[config.mk]
export PLATFORM = sky130hd
export DESIGN_NAME = crc_ctrl
export DESIGN_NICKNAME = d
export VERILOG_FILES = /design/src/sv/crc_pkg.sv /design/src/sv/crc_ctrl.sv
export VERILOG_INCLUDE_DIRS = /design/src /design/src/sv
export SDC_FILE = /design/constraint.sdc
export NUM_CORES = 1
export LEC_CHECK = 0
export BUFFER_PORTS_ARGS = -buffer_cell sky130_fd_sc_hd__buf_2
export CAP_MARGIN = 40
export CORE_AREA = 10 10 47 49
export DETAILED_ROUTE_END_ITERATION = 10
export DIE_AREA = 0 0 57 59
export GPL_TIMING_DRIVEN = 0
export SYNTH_ARGS = -nofsm -noshare
export SYNTH_HDL_FRONTEND = slang
export SYNTH_SLANG_ARGS = --single-unit
[constraint.sdc]
create_clock -name clk -period 1.7 [get_ports clk]
set_clock_uncertainty 0.2 [all_clocks]
set_input_delay 0.34 -clock clk [delete_from_list [all_inputs] [get_ports clk]]
set_output_delay 0.34 -clock clk [all_outputs]
set_load 0.005 [all_outputs]
[src/sv/cyclic_rotation_compare_macros.svh]
// Assertion macros used by the cyclic rotation compare controller.
`ifndef CYCLIC_ROTATION_COMPARE_MACROS_SVH
`define CYCLIC_ROTATION_COMPARE_MACROS_SVH

// Clocked check, off while reset is high.
`define CRC_ASSERT(label, prop, msg) \
  label: assert property (@(posedge clk) disable iff (rst) (prop)) else $error(msg);

// Clocked check that also holds during reset.
`define CRC_ASSERT_ALWAYS(label, prop, msg) \
  label: assert property (@(posedge clk) (prop)) else $error(msg);

`endif

[src/sv/crc_pkg.sv]
// Package: sizes, command and order codes, and controller/datapath structs.
package crc_pkg;

  localparam int MAX_TEXT = 4096;
  localparam int ADDR_W   = $clog2(MAX_TEXT);
  localparam int LEN_W    = $clog2(MAX_TEXT + 1);

  localparam logic [1:0] CMD_CLEAR   = 2'd0;
  localparam logic [1:0] CMD_APPEND  = 2'd1;
  localparam logic [1:0] CMD_COMPARE = 2'd2;

  localparam logic signed [1:0] ORDER_LESS    = -2'sd1;
  localparam logic signed [1:0] ORDER_EQUAL   = 2'sd0;
  localparam logic signed [1:0] ORDER_GREATER = 2'sd1;

  typedef struct packed {
    logic clear_len;
    logic append;
    logic load_ptrs;
    logic issue;
    logic out_load;
    logic out_bad;
  } dp_cmd_t;

  typedef struct packed {
    logic bad_start;
    logic last;
    logic rd_valid;
    logic differs;
    logic out_full;
  } dp_status_t;

endpackage

[src/sv/crc_ctrl.sv]
// Controller: accepts requests and sequences the rotation walk.
`include "cyclic_rotation_compare_macros.svh"

module crc_ctrl (
  input  logic                clk,
  input  logic                rst,
  input  logic                in_valid,
  input  logic [1:0]          command,
  output logic                in_ready,
  output crc_pkg::dp_cmd_t    cmd,
  input  crc_pkg::dp_status_t status
);
  import crc_pkg::*;

  localparam logic [1:0] S_IDLE  = 2'd0;
  localparam logic [1:0] S_RUN   = 2'd1;
  localparam logic [1:0] S_DRAIN = 2'd2;

  logic [1:0] state;
  logic [1:0] state_next;
  logic       accept;

  assign in_ready = (state == S_IDLE) && !status.out_full;
  assign accept   = in_valid && in_ready;

  always_comb begin
    cmd        = '0;
    state_next = state;
    case (state)
      S_IDLE: begin
        if (accept) begin
          case (command)
            CMD_CLEAR:  cmd.clear_len = 1'b1;
            CMD_APPEND: cmd.append    = 1'b1;
            CMD_COMPARE: begin
              if (status.bad_start) begin
                cmd.out_load = 1'b1;
                cmd.out_bad  = 1'b1;
              end else begin
                cmd.load_ptrs = 1'b1;
                state_next    = S_RUN;
              end
            end
            default: ;
          endcase
        end
      end
      S_RUN: begin
        if (status.rd_valid && status.differs) begin
          // first difference found: drop the reads still in flight
          cmd.out_load = 1'b1;
          state_next   = S_IDLE;
        end else begin
          cmd.issue = 1'b1;
          if (status.last) begin
            state_next = S_DRAIN;
          end
        end
      end
      S_DRAIN: begin
        // last character pair is on the read ports
        cmd.out_load = 1'b1;
        state_next   = S_IDLE;
      end
      default: state_next = S_IDLE;
    endcase
  end

  always_ff @(posedge clk) begin
    if (rst) begin
      state <= S_IDLE;
    end else begin
      state <= state_next;
    end
  end

  `CRC_ASSERT(a_load_into_empty, cmd.out_load |-> !status.out_full, "result load while full")
  `CRC_ASSERT(a_drain_has_data, (state == S_DRAIN) |-> status.rd_valid, "drain without read data")
  `CRC_ASSERT(a_read_from_run, status.rd_valid |-> ($past(state) == S_RUN), "stray read data")

endmodule

# ---- Word-level counts from Yosys, hierarchy flattened
# Index checks and enable logic that the tools add are counted.
dict set report totals {
  ff_bits 2
  inputBits 10
  output_inout_bits 7
}
dict set report op_classes {
  eq_ne 8
  n_mux 20
  n_reduce_logical 7
}
# cell count
set ops {}
lappend ops {{$mux W2} 8}
lappend ops {{$mux W1} 8}
lappend ops {{$mux W3} 2}
lappend ops {{$eq A2 B1 Y1 const B} 2}
lappend ops {{$eq A2 B2 Y1 const B} 2}
lappend ops {{$logic_not A2 Y1} 2}
lappend ops {{$ne A2 B2 Y1 const B} 2}
lappend ops {{$pmux W2 S2} 1}
lappend ops {{$reduce_and A4 Y1} 1}
lappend ops {{$logic_and A1 B1 Y1} 3}
lappend ops {{$ne A3 B3 Y1 const B} 1}
lappend ops {{$pmux W1 S3} 1}
lappend ops {{$ne A2 B1 Y1 const B} 1}
lappend ops {{$logic_not A1 Y1} 1}

# ---- Logic depth before layout (Yosys ltp)
# Gate-level depths: netlist of run 1.
dict set report depth {
  word_depth 5
  ltp_mapped 3
}

# ---- Worst setup path before layout of run 1
# No wires, ideal clock.
dict set report synth_path {
  kind {register to output}
  from {reg state[0]}
  to {out cmd[1] in the netlist's numbering}
  t_arrival_ps 1063
  required_time_ps 1160
  slack_ps 97
  path_stages_with_launch 4
  n_path_buf 0
  path_cell_list {dfxtp_1 nor4b_2 and4b_1 a2bb2oi_1}
}
# element line
set synth_rtl {}
lappend synth_rtl {{from (decl)} crc_ctrl.sv:19} ;# logic [1:0] state;
lappend synth_rtl {{from (signal assigned)} crc_ctrl.sv:73} ;# state <= state_next;
lappend synth_rtl {{to (decl)} crc_ctrl.sv:10} ;# output crc_pkg::dp_cmd_t cmd,

==> results of run 1 <==
-- metal layers --
metal | GRT usage, % | vias to the layer above | part of all wire, %
met5 | 0 | - | 0
met4 | 8.05 | 0 | 3.2
met3 | 1.93 | 3 | 4.9
met2 | 8.37 | 10 | 65
met1 | 3.91 | 127 | 27
li1 | - | 132 | -
-- report_power, final --
part	internal (mW)	total, mW	switching (mW)
Clock	0.0788	0.117	0.0385
Sequential	0.0452	0.0461	0.000802
Combinational	0.0270	0.0515	0.0245
-- cell usage after synthesis (all sizes together) --
cell     count
nor2         1
a21o         1
a2111oi      1
dfxtp        2
and2         1
or4          1
a21oi        1
nor4b        1
nand3        1
inv          3
nor3b        1
nor3         3
o21a         1
and4b        1
a2bb2oi      1
nand2        1
-- cell usage in the layout (no fill, tap or decap) --
cell and n:
and2_0 1, buf_6 4, inv_1 1, buf_4 5, nor4b_4 1, nand2_2 1
a21o_2 1, nand3_4 1, inv_2 2, a2bb2oi_2 1, nor3_2 2, buf_2 14
clkbuf_4 3, nor2_1 1, o21a_1 1, dfxtp_4 2, nor3b_2 1, a21oi_1 1
a2111oi_4 1, and4b_1 1, or4_1 1, nor3_4 1
-- critical path, cell delays in order (launching register included) --
cell and delay [ns]:
dfxtp_4 0.34, nor4b_4 0.28, and4b_1 0.29, a2bb2oi_2 0.13
buf_2 0.12
-- through the flow --
step / power [mW] / setup WS (ns) / TNS [ns] / cells / hold slack (ns)
after floorplan: 0.0615 / 0.0966 / 0 / 21 / 0.209
after global placement: 0.0802 / -0.0785 / -0.0785 / 53 / 0.324
after detailed placement: 0.0811 / -0.0745 / -0.0745 / 53 / 0.326
after CTS: 0.213 / -0.233 / -0.670 / 61 / 0.0640
after global routing: 0.224 / -0.337 / -1.06 / 63 / 0.102
final: 0.215 / -0.253 / -0.677 / 63 / 0.0831
-- final timing paths --
kind,from,end,cells past startpoint
max,state[0],cmd[1],4
min,rst,state[0],2
max reg2reg,state[0],state[0],5
min reg2reg,state[1],state[0],2
-- timing repair --
item,in CTS,in global routing
gates resized for setup,12,9
setup endpoints to repair,5,7
pin swaps,7,3
buffers inserted,5,2
-- layout make-up --
| cell class | count | share of cell area [%] |
|---|---|---|
| Sequential cell | 2 | 10.8 |
| Timing Repair Buffer | 23 | 34.6 |
| Multi-Input combinational cell | 16 | 42.5 |
| Inverter | 3 | 2.55 |
| Clock buffer | 3 | 5.10 |
| Tap cell | 16 | 4.53 |
-- cell families after synthesis --
group                  after synthesis  share of synthesized area (%)
AND/OR/NAND/NOR                     11                           43.4
flip-flops                           2                           23.5
AO/OA/AOI/OAI                        5                           26.5
buffers and inverters                3                           6.62
==> metrics.csv, run 1 <==
metric,value,unit
critical path class,reg -> out,
Clock Latency Late Sink,0.24,ns
vias in the first global route,308,
Post-Route WL,893,um
DR WL/cell,14.2,um
worst-path maximum fanout,2,
Final Slew Violations,0,
PortBufs,16,
Congestion Overflow GR,0,
CORE AREA,1400,sq um
Total GRT Usage,5.18,%
r2r setup slk,0.05,ns
final core utilization,31.5,%
CTS tree,done,
clk slew on worst S/H paths,0.04,ns
synth top area cells,"dfxtp_1, nor3_1, a2111oi_2, nor4b_2, inv_1",
status,"finished, violations left",
top cell type's share of synthesized area,23.5,%
# DRC,0,
largest area contributor in the synthesized netlist,dfxtp_1,
hold buffer count at cts,0,
Post-Syn Area per Cell,8.10,sq um
# rows,14,
DRT Pass-1 Iters,1,
max reg flops,2,
DR vias,272,
Starting Density,12.1,%
P_leak,0.213,nW
Final WS setup,-0.253,ns
remaining antenna violation count after routing,0,
Syn Std Cell Area,170,sq um
Cell variety after synth,16,
VDD IR max,0.118,mV
die area,3360,sq um
Worst-Margin Slew,0.238,ns
IO Pins,17,
Biggest register,state,
Die Width,57,um
#FFs+latches synth,2,
Fill cells,159,
ANT cells,0,
final instance area,442,sq um
Max Cap Viol,0,
sequential-to-total area share from yosys stat,23.5,%
class of the worst hold path,in -> reg,
Worst Path Arrival,1.41,ns
global-route wire length before repair,1.28,mm
H-tree depth,1,
Final Cycle Share,115,%
Die H,59,um
power density cells,486,nW/um^2
layout cells sized above 1,85.1,%
worst slew margin relative to its limit,84.1,%
failing checks,setup timing,
Syn Nets,31,
Worst Setup End Kind,primary output,
Area Overhead vs Synth,160,%
Setup crit start kind,flip-flop,
vias per cell,4.32,
CTS sink cnt,2,
RSZ-0062 raised after global routing,true,
GPL Wtd Cong,0.617,
Final Net Count,59,
final setup vio count,5,
Fmax achieved,0.512,GHz
clock tree buffer depth,2,
storage element area,47.5,sq um
largest registers,state x2,
final hold violation count,0,
Worst EP required,1.16,ns
detailed-placement wirelength estimate,535,um
pin count of the biggest net entering global routing,8,
initial DRC count,0,
min Tclk post-route,1.95,ns
antenna violations before repair,0,
clk root buf,clkbuf_4,
Ys Warns,0,
multi-input logic area,188,sq um
CTS Buf Count,3,
placed cell areas,270,sq um
Mapped Cells,21,
(Power assumes the default switching activity.)
==> run 2: changes to the inputs <==
--- a/config.mk
+++ b/config.mk
@@ -6,12 +6,14 @@
 export SDC_FILE = /design/constraint.sdc
 export NUM_CORES = 1
 export LEC_CHECK = 0
+export ABC_AREA = 1
 export BUFFER_PORTS_ARGS = -buffer_cell sky130_fd_sc_hd__buf_2
 export CAP_MARGIN = 40
 export CORE_AREA = 10 10 47 49
 export DETAILED_ROUTE_END_ITERATION = 10
 export DIE_AREA = 0 0 57 59
 export GPL_TIMING_DRIVEN = 0
+export MAX_ROUTING_LAYER = met4
 export SYNTH_ARGS = -nofsm -noshare
 export SYNTH_HDL_FRONTEND = slang
 export SYNTH_SLANG_ARGS = --single-unit
==> run 2 against run 1 <==
- first-iteration DRC count is 4 higher
- worst setup slack better by 0.28 ns
- hold slack got worse by 0.00088 ns
- combinational power shrank 15%
- via count is 11% higher
- register-to-register slack better by 0.39 ns
- die area did not move
- maximum frequency rose by 17%
- critical path depth increased by 1
- the run now ends clean
- non-clock buffer count decreased by 3
- cell count up 24%
==> metrics.csv, run 2 <==
metric,value,unit,change
status,"finished, final reports clean",,
final instance area,399,sq um,-9.6%
Area Overhead vs Synth,94.5,%,
most frequent cell after synthesis,inv_1,,
Post-Place Setup Slack,0.184,ns,+0.259 ns
Die Width,57,um,unchanged
RSZ-0062 raised after global routing,true,,
WL met3,116,um,+160%
final setup vio count,0,,-5
Ys Warns,0,,unchanged
Cell variety after synth,12,,-4
"EDFF count, synth",0,,unchanged
sequential-to-total area share from yosys stat,19.5,%,-4.0 points
"Slowest-stage cell, CP",dfxtp_4,,
worst-path maximum fanout,3,,+1
CORE AREA,1400,sq um,unchanged
Final Slew Violations,0,,unchanged
power density cells,485,nW/um^2,-0.17%
vias in the first global route,312,,+1.3%
Final WS setup,0.0290,ns,+0.282 ns
Post-synth top flop,dfxtp_1,,
max layer used,met3,,
# DRC,0,,unchanged
H-tree depth,1,,unchanged
Post-Syn Area per Cell,5.26,sq um,-35%
placed cell areas,305,sq um,+13%
P_leak,0.242,nW,+13%
Starting Density,14.6,%,+2.5 points
asr flop ratio synth,0,%,unchanged
synth top area cells,"inv_1, dfxtp_1, nand2_1, nor2_1, nor2_2",,
M1 WL,304,um,+26%
hold buffer count at cts,0,,unchanged
Syn Std Cell Area,205,sq um,+21%
vias per cell,3.87,,-10%
Worst Setup End Kind,primary output,,
final core utilization,28.5,%,-3.0 points
Mapped Cells,39,,+86%
PortBufs,16,,unchanged
min Tclk post-route,1.67,ns,-0.282 ns
most instantiated cells after synthesis,"inv_1, nand2_1, nor2_1",,
largest registers,state x2,,
Fmax achieved,0.598,GHz,+17%
pin count of the biggest net entering global routing,4,,-4
Met2 Wirelength,331,um,-43%
CTS sink cnt,2,,unchanged
final hold violation count,0,,unchanged
DR vias,302,,+11%
"commonest non-fill, non-tap cell in the layout",buf_2,,
largest area contributor in the synthesized netlist,inv_1,,
GPL Wtd Cong,0.724,,+17%
initial DRC count,4,,+4
Clock Latency Late Sink,0.22,ns,-0.02 ns
IO Pins,17,,unchanged
max reg flops,2,,unchanged
Max Cap Viol,0,,unchanged
Setup crit start kind,flip-flop,,
detailed-placement wirelength estimate,598,um,+12%
#FFs+latches synth,2,,unchanged
Final Cycle Share,98.3,%,-17 points
Worst Path Arrival,1.13,ns,-0.28 ns
Die H,59,um,unchanged
die area,3360,sq um,unchanged
CTS Buf Count,3,,unchanged
critical path class,reg -> out,,
clock tree buffer depth,2,,unchanged
VDD IR max,0.235,mV,+98%
# rows,14,,unchanged
antenna violations before repair,0,,unchanged
DR WL/cell,9.63,um,-32%
clk root buf,clkbuf_4,,
worst slew margin relative to its limit,88.8,%,+4.7 points
top cell type's share of synthesized area,20.1,%,-3.4 points
critical-path cell list,nor2_4 > nand3_4 > buf_6 > nor3_2 > buf_2,,
CTS tree,done,,
remaining antenna violation count after routing,0,,unchanged
Congestion Overflow GR,0,,unchanged
CP max stage delay,0.35,ns,about the same
layout cells sized above 1,54.8,%,-30 points
Worst-Margin Slew,0.168,ns,-0.0696 ns
clk slew on worst S/H paths,0.03,ns,about the same
global-route wire length before repair,1.13,mm,-11%
class of the worst hold path,in -> reg,,
"commonest non-fill, non-tap cells in the layout","buf_2, inv_1, nand2_1",,
Total GRT Usage,4.36,%,-0.82 points
Worst EP required,1.16,ns,about the same
Biggest register,state,,
Post-Route WL,751,um,-16%
Fill cells,163,,+2.5%
total power,0.194,mW,-9.8%
hold slack,0.0822,ns,-0.000877 ns
Final Net Count,74,,+25%
DRT Pass-1 Iters,2,,+1
Syn Nets,49,,+58%
ANT cells,0,,unchanged
[run 2: through the flow]
stage | TNS (ns) | instances
floorplan | 0 | 39
global placement | 0 | 71
detailed placement | 0 | 71
CTS | 0 | 76
global route | -0.122 | 78
finish | 0 | 78
[run 2: power by group]
part / total (mW) / internal [mW] / switching, mW / leakage, nW
Sequential: 0.0467 / 0.0463 / 0.000445 / 0.0174
Combinational: 0.0437 / 0.0212 / 0.0225 / 0.211
Clock: 0.103 / 0.0778 / 0.0256 / 0.0138
[run 2: logic make-up after synthesis]
family                 after synthesis  synth area share (%)
AND/OR/NAND/NOR                     22                  48.8
flip-flops                           2                  19.5
buffers and inverters               11                  20.1
AO/OA/AOI/OAI                        4                  11.6
[run 2: routing by layer]
| metal | vias up | GRT usage, % |
|---|---|---|
| met5 | - | - |
| met4 | 0 | 3.02 |
| met3 | 0 | 3.43 |
| met2 | 13 | 5.74 |
| met1 | 126 | 4.29 |
| li1 | 163 | - |
[run 2: worst paths after layout]
check,slack (ns),start,cells past startpoint,endpoint
max,0.03,state[0],5,cmd[5]
min,0.08,rst,2,state[0]
max reg2reg,0.44,state[0],8,state[1]
min reg2reg,0.42,state[0],4,state[0]
[run 2: final cells by class]
| type | count | area [sq um] | area share [%] |
|---|---|---|---|
| Inverter | 11 | 41.3 | 10.3 |
| Multi-Input combinational cell | 26 | 156 | 39.2 |
| Sequential cell | 2 | 45.0 | 11.3 |
| Tap cell | 16 | 20.0 | 5.02 |
| Timing Repair Buffer | 20 | 114 | 28.5 |
| Clock buffer | 3 | 22.5 | 5.64 |
[run 2: repair_timing]
item	CTS	global route
gates resized for setup	2	9
setup buffers	2	2
pin swaps	4	4
endpoints found under the setup margin	3	5
[run 2: critical path, delay by kind of cell (launching register included)]
family | cells | cell delay, ns
DFF | 1 | 0.35
and+or+nand+nor | 3 | 0.30
buffers and inverters | 2 | 0.26
==> run 3: changes to the inputs <==
==> constraint.sdc (replaced) <==
create_clock -name clk -period 1.73 [get_ports clk]
set_clock_uncertainty 0.2 [all_clocks]
set_input_delay 0.346 -clock clk [delete_from_list [all_inputs] [get_ports clk]]
set_output_delay 0.346 -clock clk [all_outputs]
set_load 0.005 [all_outputs]
==> run 3 against run 2 <==
- design area is 6.9% lower
- die area stayed put
- via count is 3.0% lower
- register-to-register slack better by 0.17 ns
- sequential share of layout area is 0.16 points higher
- count of clock-buffer cells in the layout stayed put
- clock power hardly changed
- cell count is 3.8% lower
==> metrics.csv, run 3 (same netlist as run 2, synthesis figures left out) <==
metric,value,unit,change
PortBufs,16,,unchanged
Post-Route WL,715,um,-4.8%
Final Cycle Share,96.7,%,
critical path class,reg -> out,,
# DRC,0,,unchanged
Fill cells,161,,-1.2%
Die Width,57,um,unchanged
final core utilization,26.5,%,-2.0 points
Die H,59,um,unchanged
GPL Wtd Cong,0.724,,unchanged
Clock Latency Late Sink,0.22,ns,about the same
H-tree depth,1,,unchanged
Final WS setup,0.0568,ns,+0.0278 ns
clk slew on worst S/H paths,0.03,ns,about the same
vias in the first global route,308,,-1.3%
final hold violation count,0,,unchanged
met2 usage,5.58,%,-0.16 points
Final Slew Violations,0,,unchanged
Worst EP required,1.18,ns,+0.02 ns
CTS sink cnt,2,,unchanged
Starting Density,14.6,%,unchanged
pin count of the biggest net entering global routing,4,,unchanged
"commonest non-fill, non-tap cells in the layout","buf_2, inv_1, nand2_1",,
RSZ-0062 raised after global routing,true,,
Post-Place Setup Slack,0.202,ns,+0.0180 ns
M3 GR Usage,3.43,%,unchanged
DR vias,293,,-3.0%
antenna violations before repair,0,,unchanged
Setup crit start kind,flip-flop,,
remaining antenna violation count after routing,0,,unchanged
Congestion Overflow GR,0,,unchanged
DR WL/cell,9.53,um,-0.99%
vias per cell,3.91,,+0.90%
Total GRT Usage,4.31,%,-0.044 points
largest registers,state x2,,
VDD IR max,0.228,mV,-3.0%
P_leak,0.229,nW,-5.5%
Biggest register,state,,
Worst Setup End Kind,primary output,,
clk root buf,clkbuf_4,,
R2R cell count,5,,-3
layout cells sized above 1,50.8,%,-4.0 points
clock tree buffer depth,2,,unchanged
critical-path cell list,nor2_4 > nand3_4 > buf_6 > nor3_2 > buf_2,,
met1 Use GR,4.29,%,unchanged
CORE AREA,1400,sq um,unchanged
global-route wire length before repair,1.12,mm,-1.2%
"Slowest-stage cell, CP",dfxtp_2,,
IO Pins,17,,unchanged
detailed-placement wirelength estimate,598,um,unchanged
initial DRC count,4,,unchanged
total power,0.190,mW,-1.8%
min Tclk post-route,1.67,ns,
status,"finished, final reports clean",,
Area Overhead vs Synth,81.1,%,
worst slew margin relative to its limit,88.8,%,about the same
"CP delay by family, top",flip-flops,,
Worst Path Arrival,1.13,ns,about the same
ANT cells,0,,unchanged
CP bufs+invs,2,,unchanged
worst-path maximum fanout,3,,unchanged
"commonest non-fill, non-tap cell in the layout",buf_2,,
# rows,14,,unchanged
Hold Path Depth,2,,unchanged
die area,3360,sq um,unchanged
Final Net Count,71,,-4.1%
CP max stage delay,0.33,ns,-0.02 ns
Fmax achieved,0.598,GHz,
CTS Buf Count,3,,unchanged
CP Depth,5,,unchanged
power density cells,512,nW/um^2,+5.4%
DRT Pass-1 Iters,2,,unchanged
final setup vio count,0,,unchanged
Max Cap Viol,0,,unchanged
CTS tree,done,,
Worst-Margin Slew,0.168,ns,+0.000291 ns
hold buffer count at cts,0,,unchanged
busiest grt layer,met2,,
class of the worst hold path,in -> reg,,
max reg flops,2,,unchanged
[run 3: path summary, 6_finish.rpt]
kind	startpoint	endpoint	slack, ns
worst max register to register	state[0]	state[0]	0.61
worst min register to register	state[0]	state[0]	0.43
worst min-delay path	rst	state[0]	0.09
worst max-delay path	state[0]	cmd[5]	0.06
[run 3: repair_timing]
item	in CTS	in global routing
pin swaps	4	3
endpoints found under the setup margin	1	5
cloned	0	0
buffers inserted	1	0
gates resized for setup	2	7
[run 3: worst reg2reg max path, stage by stage (launching register included)]
cell and delay, ns:
dfxtp_2 0.33, nor2_4 0.14, nand3_4 0.09, nor2_4 0.11
nand2_2 0.07, a21oi_2 0.10
[run 3: through the flow]
step | setup TNS (ns) | area [sq um] | hold slack (ns) | std cells
floorplan | 0 | 205 | 0.208 | 39
global placement | 0 | 305 | 0.324 | 71
detailed placement | 0 | 305 | 0.324 | 71
CTS | 0 | 342 | 0.0861 | 75
global route | -0.0433 | 372 | 0.0900 | 75
finish | 0 | 372 | 0.0894 | 75
[run 3: area by class of cell]
type,instances,area (sq um),area share (%)
inverter,11,41.3,11.1
tap,16,20.0,5.39
timing repair buffer,17,91.3,24.6
multi-input combinational,26,154,41.4
clock buffer,3,22.5,6.06
sequential,2,42.5,11.4
[run 3: layer usage]
layer	share of wire (%)	vias up
li1	-	158
met1	43	122
met2	42	13
met3	15	0
met4	0	0
met5	0	-
[run 3: where the power goes]
part	internal (mW)	switching (mW)	leakage (nW)
Clock	0.0764	0.0252	0.0138
Sequential	0.0469	0.000392	0.0171
Combinational	0.0197	0.0217	0.198
Total	0.143	0.0472	0.229
